<file path="src/rtl/wmfs_min_tree.sv">
// balanced minimum tree over enabled leaves, disabled leaves count as all ones
`timescale 1ns / 1ps

module wmfs_min_tree #(
	parameter int N     = 2,
	parameter int WIDTH = 8
) (
	input  logic [WIDTH-1:0] leaf [N],
	input  logic [N-1:0]     en,
	output logic [WIDTH-1:0] min_out
);

	localparam int P = 1 << $clog2(N);

	logic [WIDTH-1:0] padded [P];
	logic [WIDTH-1:0] node [1:2*P-1];

	for (genvar i = 0; i < P; i++) begin : g_leaf
		if (i < N) begin : g_real
			assign padded[i] = en[i] ? leaf[i] : '1;
		end else begin : g_pad
			assign padded[i] = '1;
		end
	end

	always_comb begin
		for (int i = 0; i < P; i++) begin
			node[P+i] = padded[i];
		end
		for (int i = P - 1; i >= 1; i--) begin
			node[i] = (node[2*i] < node[2*i+1]) ? node[2*i] : node[2*i+1];
		end
	end

	assign min_out = node[1];

endmodule

</file>
<file path="config.mk">
export PLATFORM = sky130hd
export DESIGN_NAME = wmfs_min_tree
export DESIGN_NICKNAME = d
export VERILOG_FILES = /design/src/rtl/wmfs_min_tree.sv
export SDC_FILE = /design/constraint.sdc
export NUM_CORES = 1
export LEC_CHECK = 0
export BUFFER_PORTS_ARGS = -buffer_cell sky130_fd_sc_hd__buf_2
export CORE_AREA = 4 4 41 43
export DETAILED_ROUTE_END_ITERATION = 7
export DIE_AREA = 0 0 45 47
export SYNTH_ARGS = -nofsm -noshare
export SYNTH_HDL_FRONTEND = slang
export SYNTH_SLANG_ARGS = --single-unit
</file>
<file path="constraint.sdc">
create_clock -name vclk -period 3.45
set_clock_uncertainty 0.15 [all_clocks]
set_input_delay 0.345 -clock vclk [all_inputs]
set_output_delay 0.345 -clock vclk [all_outputs]
set_load 0.01 [all_outputs]
</file>
==> summary.txt <==
GRT
  – All-Layer GR Usage: under 10%
  – Total gr overflow: 0
  – Initial antenna violation count: 0
  – First-pass GRT wire length: 1.407 mm
  – Largest net degree at the start of global routing: 10
  – Vias in the first global route: 313

Placed design
  – Placed cell area: 583.1 um^2
  – Setup Slack @ Placement: around 0.9 ns
  – Placed Cells incl. Taps: 90
  – Placer's final routability congestion estimate: between 0.6 and 0.7
  – Post-DP HPWL: 787.8 um
  – PortBufs: 26

Routing
  – DRC viols: 0
  – DR pass1 iterations: 3
  – 1st-iter DRT viols: 1
  – Post-DRT Antenna Nets: 0
  – Final wirelength: about 900 um
  – Wirelength per Cell: 10.01 um
  – Routed vias/inst: 4.433
  – Via count: 399

Synth
  – Syn nets: 74
  – Post-synthesis cell type count: 18
  – Syn. warnings: 0
  – Synth Instances: between 40 and 50
  – Seq/Total Area, Yosys: 0%
  – Mapped Area: ~430 um^2
  – Average cell area after synthesis: 8.861 um^2

Final layout
  – Share of layout cells above drive strength 1: 61.33%
  – Area growth syn-to-layout: 34.29%
  – Final nets: about 100
  – Commonest non-fill, non-tap cell in the layout: buf_2
  – Clock buffer cells: 0
  – Number of fillers in the final layout: around 150
  – Commonest cells after routing, fill and taps aside: buf_2, nor2b_2, mux2i_1
  – FF+latch area: 0 um^2
  – FF+latch count: 0
  – Design area: 583.1 um^2
  – Final core utilization: approximately 45%
  – Layout Cells excl Fill: 90
  – Diode count: 0

Floorplan
  – Die ar.: 0.002115 mm^2
  – Core area: 0.001301 mm^2
  – Ports: 26
  – Site row count: 13
  – Die span in y: 47 um
  – Initial Util: 33.37%
  – Die X-Extent: 45 um

Timing
  – Min Tclk post-route: 2.511 ns
  – Slew Limit Fails: 0
  – Worst-margin pin slew: 0.3803 ns
  – Final worst-path cycle share: 72.78%
  – Fmax: 0.3982 GHz
  – Setup TNS: 0 ns
  – Setup violators final: 0
  – Worst hold slack: 0.8995 ns
  – Hold Vio Cnt, Final: 0
  – RSZ-0062 raised after global routing: false
  – Max transition margin: 74.55%
  – PnR worst setup slack: roughly 0.94 ns

Critical path
  – Max FO, Critical Path: 8
  – Worst Path Arrival: 2.02 ns
  – CP required: 2.95 ns
  – Setup crit end kind: output pin
  – Startpoint Class: input pin
  – Crit Path Class: input pin to output pin

Flow run
  – Max_cap viols: 0

Power
  – Power consumption: 0.09002 mW
  – Leakage power: between 0.2 and 0.3 nW
  – Worst-case vdd ir drop: 0.00006277 V
  – Power Density: between 150 and 200 mW/mm^2

Clock tree
  – Cts-stage hold buffer count: 0
  – Post_cts resized: 0
  – Post-CTS setup buffers: 0

Run status
  – Status: complete, no violations

Min path
  – Worst min-delay path class: input pin to output pin
[layer usage]
layer	vias to the layer above	global-route usage, %	part of all wire, %
met5	-	0	0
met4	0	0	0
met3	0	0	11
met2	19	12.43	43
met1	160	13.71	45
li1	220	-	-
[power by group]
group	switching [mW]	internal (mW)	total (mW)
registers	0	0	0
logic	0.0444	0.0456	0.0900
clock network	0	0	0
total	0.0444	0.0456	0.0900
[cells in the mapped netlist]
cell type / count / area share (%)
a211oi_2: 1 / 2.9
a21oi_2: 1 / 2.0
mux2i_1: 8 / 18
a21o_2: 1 / 2.0
and2b_1: 1 / 1.7
o21ai_4: 1 / 3.7
nand2_1: 1 / 0.86
nor2b_2: 13 / 26
inv_1: 7 / 6.1
nand3_1: 1 / 1.2
nor2_1: 1 / 0.86
ha_1: 7 / 20
a211oi_4: 1 / 4.6
nor2b_4: 1 / 3.2
a21oi_1: 1 / 1.2
nand4_1: 1 / 1.4
and2b_2: 1 / 2.0
nand2b_1: 1 / 1.4
[final timing paths]
| path | start | endpoint | slack, ns | cells past startpoint |
|---|---|---|---|---|
| hold / removal | leaf[10] | min_out[2] | 0.90 | 4 |
| setup / recovery | en[0] | min_out[4] | 0.94 | 10 |
[worst max-delay path: stages]
cell and delay (ns):
buf_2 0.14, nor2b_2 0.16, inv_1 0.05, ha_1 0.30, nand3_1 0.09, a21oi_2 0.12, a211oi_2 0.07, o21ai_4 0.36
mux2i_1 0.23, buf_2 0.15
[kinds of logic (layout without fill, tap and decap cells)]
kind of cell    count (synthesis)  count (layout)  share of synthesized area (%)
compound gates                  6               6                          16.43
fa+ha+maj                       7               7                          20.17
buf+inv                         7              33                          6.053
mux                             8               8                          18.44
simple gates                   21              21                          38.90
[final cells by class]
type | instances | area [um^2] | area share (%)
Multi-Input combinational cell | 42 | 407.9 | 69.96
Tap cell | 15 | 18.77 | 3.219
Timing Repair Buffer | 26 | 130.1 | 22.32
Inverter | 7 | 26.28 | 4.506
No activity file was read; power rests on OpenSTA's default activity.
