### config.mk
export PLATFORM = sky130hd
export DESIGN_NAME = wmfs_ram
export DESIGN_NICKNAME = d
export VERILOG_FILES = /design/src/rtl/wmfs_ram.sv
export SDC_FILE = /design/constraint.sdc
export NUM_CORES = 1
export LEC_CHECK = 0
export BUFFER_PORTS_ARGS = -buffer_cell sky130_fd_sc_hd__buf_2
export CORE_MARGIN = 2
export CORE_UTILIZATION = 25
export CTS_BUF_LIST = sky130_fd_sc_hd__clkbuf_8
export DETAILED_ROUTE_END_ITERATION = 16
export PLACE_DENSITY = 0.4
export SLEW_MARGIN = 10
export SYNTH_ARGS = -nofsm -noshare
export SYNTH_HDL_FRONTEND = slang
export SYNTH_SLANG_ARGS = --single-unit
### constraint.sdc
create_clock -name clk -period 4.31 [get_ports clk]
set_clock_uncertainty 0.05 [all_clocks]
set_input_delay 0.862 -clock clk [delete_from_list [all_inputs] [get_ports clk]]
set_output_delay 0.862 -clock clk [all_outputs]
set_load 0.01 [all_outputs]
### src/rtl/wmfs_ram.sv
// generic single write port ram with registered read
`timescale 1ns / 1ps

module wmfs_ram #(
	parameter int WIDTH = 8,
	parameter int DEPTH = 16,
	localparam int AW = (DEPTH > 1) ? $clog2(DEPTH) : 1
) (
	input  logic             clk,
	input  logic             we,
	input  logic [AW-1:0]    waddr,
	input  logic [WIDTH-1:0] wdata,
	input  logic             re,
	input  logic [AW-1:0]    raddr,
	output logic [WIDTH-1:0] rdata
);

	logic [WIDTH-1:0] mem_q [DEPTH];

	always_ff @(posedge clk) begin
		if (we) begin
			mem_q[waddr] <= wdata;
		end
		if (re) begin
			rdata <= mem_q[raddr];
		end
	end

endmodule

==> results.ini <==
[status]
status=completed

[global_routing]
grt_pass1_vias=2557
antenna_found_initial=0
grt.total_usage_pct=11.2
grt-ovfl-total=0
grt_pass1_wl_um=17100
grt_max_degree=33

[timing]
slew_headroom_pct=25.5
fin_setup_tns_ns=0
slew_violations=0
max_clock_freq_mhz=435
worstMarginPinSlew_ns=1.11
rsz0062_at_grt=no
setup_violations=0
fin_crit_ns=2.30
hold_viol=0
min_period_over_period_pct=53.3

[job]
max_cap_viol_count=0

[synth]
ys_seq_area_share_pct=78.1
syn_inst=229
synth_top_cells_by_count=edfxtp_1 (136), mux4_2 (18), a22oi_1 (16)
synth_fp_nets=248
synth_cell_types=18
syn_area_per_cell_um2=22.8
synth_top_area_share_pct=78.1
synth-seq-cells=136
synth_area_leader_cell=edfxtp_1
netlist_area_mm2=0.00523
ys.flop_type=edfxtp_1
synth.most_common_cell=edfxtp_1
ys_top_cells_by_area=edfxtp_1 (78%), mux4_2 (7.8%), mux4_1 (7.0%), a22oi_1 (2.3%), nor2_1 (0.93%)
ys_async_sr_fraction_pct=0
synth_warnings=0
synth_edf_count=136

[cts]
clockBufferDepth=2
cts_root_buffer=clkbuf_8
clkLatencyLatePin_ns=0.43
htreeDepth=4
cts_setup_buffers=0
cts_hold_buf=0
cts_tree=done
path_clk_slew_ns=0.07
cts_sinks=136
cts_resized=0
numCtsBuffers=17

[cells_and_area]
area.growth.synth_to_final_pct=16.9
final_cells=552
diodes=0
fillerInstances=1957
layout-drive-gt1-share_pct=26.2
final_nets=288

[worst_setup_path]
r2r_setup_slack_ns=2.72
start_kind=input port
cpLargestDelayFamily=buffers and inverters
worst-path-max-fanout=32
r2r-end=rdata[3]
required_ns=4.43
r2r_start=mem_q[6][3]
path_cells=buf_2 > mux4_2 > a22oi_1 > nand2_1
critPathKind=in -> reg
cp_slowest_cell=buf_2
slowest_delay_ns=0.67
r2r_cells=3
endpoint_kind=register
path_buf_inv=1
cp_data_arrival_time_ns=2.42

[floorplanning]
start_util_pct=25.7
die_h_um=149
die_width_um=149
die_area_mm2=0.0221
coreArea_mm2=0.0204
rows=52
ioPinCount=27

[worst_hold_path]
hold_depth=3
min_from=mem_q[14][1]
hold_path.class=reg -> reg
hold_end=rdata[1]

[place]
gp_congestion=0.657
port-buffer-count=26
dpl.hpwl_um=6990
dpl.cell_count=520

[route]
vias_per_cell=4.32
drt_wl_total_um=11400
vias=2382
drcViolationCount=0
drtIter0Drc=188
wl_per_cell_um=20.7
antenna_left=0
dr.pass1.iters=4

[power]
p_int_mw=2.27
sw_frac_of_total_pct=19.6
worst_ir_drop_vdd_v=0.000207
pwr-share-seq_pct=53.0
power.density_mw_per_mm2=463
fin_total_pwr_mw=2.83
p_sw_uw=554
p_leak_nw=1.97
pwr-share-comb_pct=4.9
clockPowerShare_pct=42.2

## cell type report
class / count / area, µm² / share of cell area (%)
tap: 270 / 338 / 5.53
clock inverter: 15 / 215 / 3.52
clock buffer: 17 / 234 / 3.83
timing repair buffer: 31 / 180 / 2.95
multi-input combinational: 83 / 1060 / 17.3
sequential: 136 / 4080 / 66.9
## cell usage in the layout (no fill, tap or decap)
cell type / netlist / routed
a22oi_1: 16 / 16
nor3_1: 4 / 4
clkinv_2: 0 / 1
buf_4: 1 / 4
edfxtp_1: 136 / 136
bufinv_16: 0 / 6
and2_1: 1 / 1
and2b_1: 1 / 1
nand2b_1: 2 / 2
clkinv_1: 0 / 5
mux4_2: 18 / 18
nand3b_1: 2 / 2
buf_2: 3 / 26
buf_12: 0 / 1
nand3_1: 1 / 1
inv_1: 0 / 3
or3b_2: 1 / 1
nor2b_1: 1 / 1
nor2_1: 13 / 13
clkbuf_8: 0 / 17
mux4_1: 14 / 14
nand2_1: 9 / 9
## worst max path at each step
stage                  start     endpoint  slack (ns)  depth (start not counted)
floorplan           waddr[2]  mem_q[0][0]        1.91                          2
global placement    raddr[1]     rdata[7]        1.55                          4
detailed placement  raddr[1]     rdata[7]        1.56                          4
CTS                 raddr[1]     rdata[7]        2.03                          4
global route        raddr[1]     rdata[7]        2.01                          4
finish              raddr[1]     rdata[7]        2.01                          4
## sequential cells by signal, indices dropped and copies added, names as in the netlist
| signal | count |
|---|---|
| mem_q | 128 |
| rdata | 8 |
## kinds of logic (layout without fill, tap and decap cells)
logic type / Yosys count / in the layout / share of synthesized area [%]
flip-flops: 136 / 136 / 78.1
AND/OR/NAND/NOR: 35 / 35 / 3.14
buffers and inverters: 10 / 63 / 1.65
AO/OA/AOI/OAI: 16 / 16 / 2.30
multiplexers: 32 / 32 / 14.8
## power groups by stage
stage / combinational (mW) / sequential [mW] / clock, mW
after floorplan: 0.0752 / 1.53 / 0
after global placement: 0.141 / 1.53 / 0
after detailed placement: 0.141 / 1.53 / 0
after CTS: 0.141 / 1.50 / 1.22
after global routing: 0.151 / 1.50 / 1.28
final: 0.138 / 1.50 / 1.19
## tightest hold or removal path, delay by kind of cell, from the launching register on
kind               cells  cell delay (ns)
DFF                    1             0.32
muxes                  1             0.22
and+or+nand+nor        1             0.06
AOI/OAI and AO/OA      1             0.05
## routing by layer
| metal | wire length [µm] | vias to the layer above | global-route usage (%) |
|---|---|---|---|
| met1 | 5420 | 1272 | 15.3 |
| li1 | - | 1058 | - |
| met3 | 451 | 8 | 3.34 |
| met4 | 98 | 0 | 3.43 |
| met5 | 0 | - | 0 |
| met2 | 5460 | 44 | 17.4 |
## metrics by stage
stage,hold WS (ns),instance area [µm²],util [%],setup WS [ns]
final,0.703,6110,30.0,2.01
after global routing,0.736,6110,30.0,2.01
after CTS,0.708,6110,30.0,2.03
after detailed placement,0.691,5660,27.8,1.56
after global placement,0.686,5660,27.8,1.55
after floorplan,0.655,5230,-,1.91
Power figures use the tool's default switching activity.
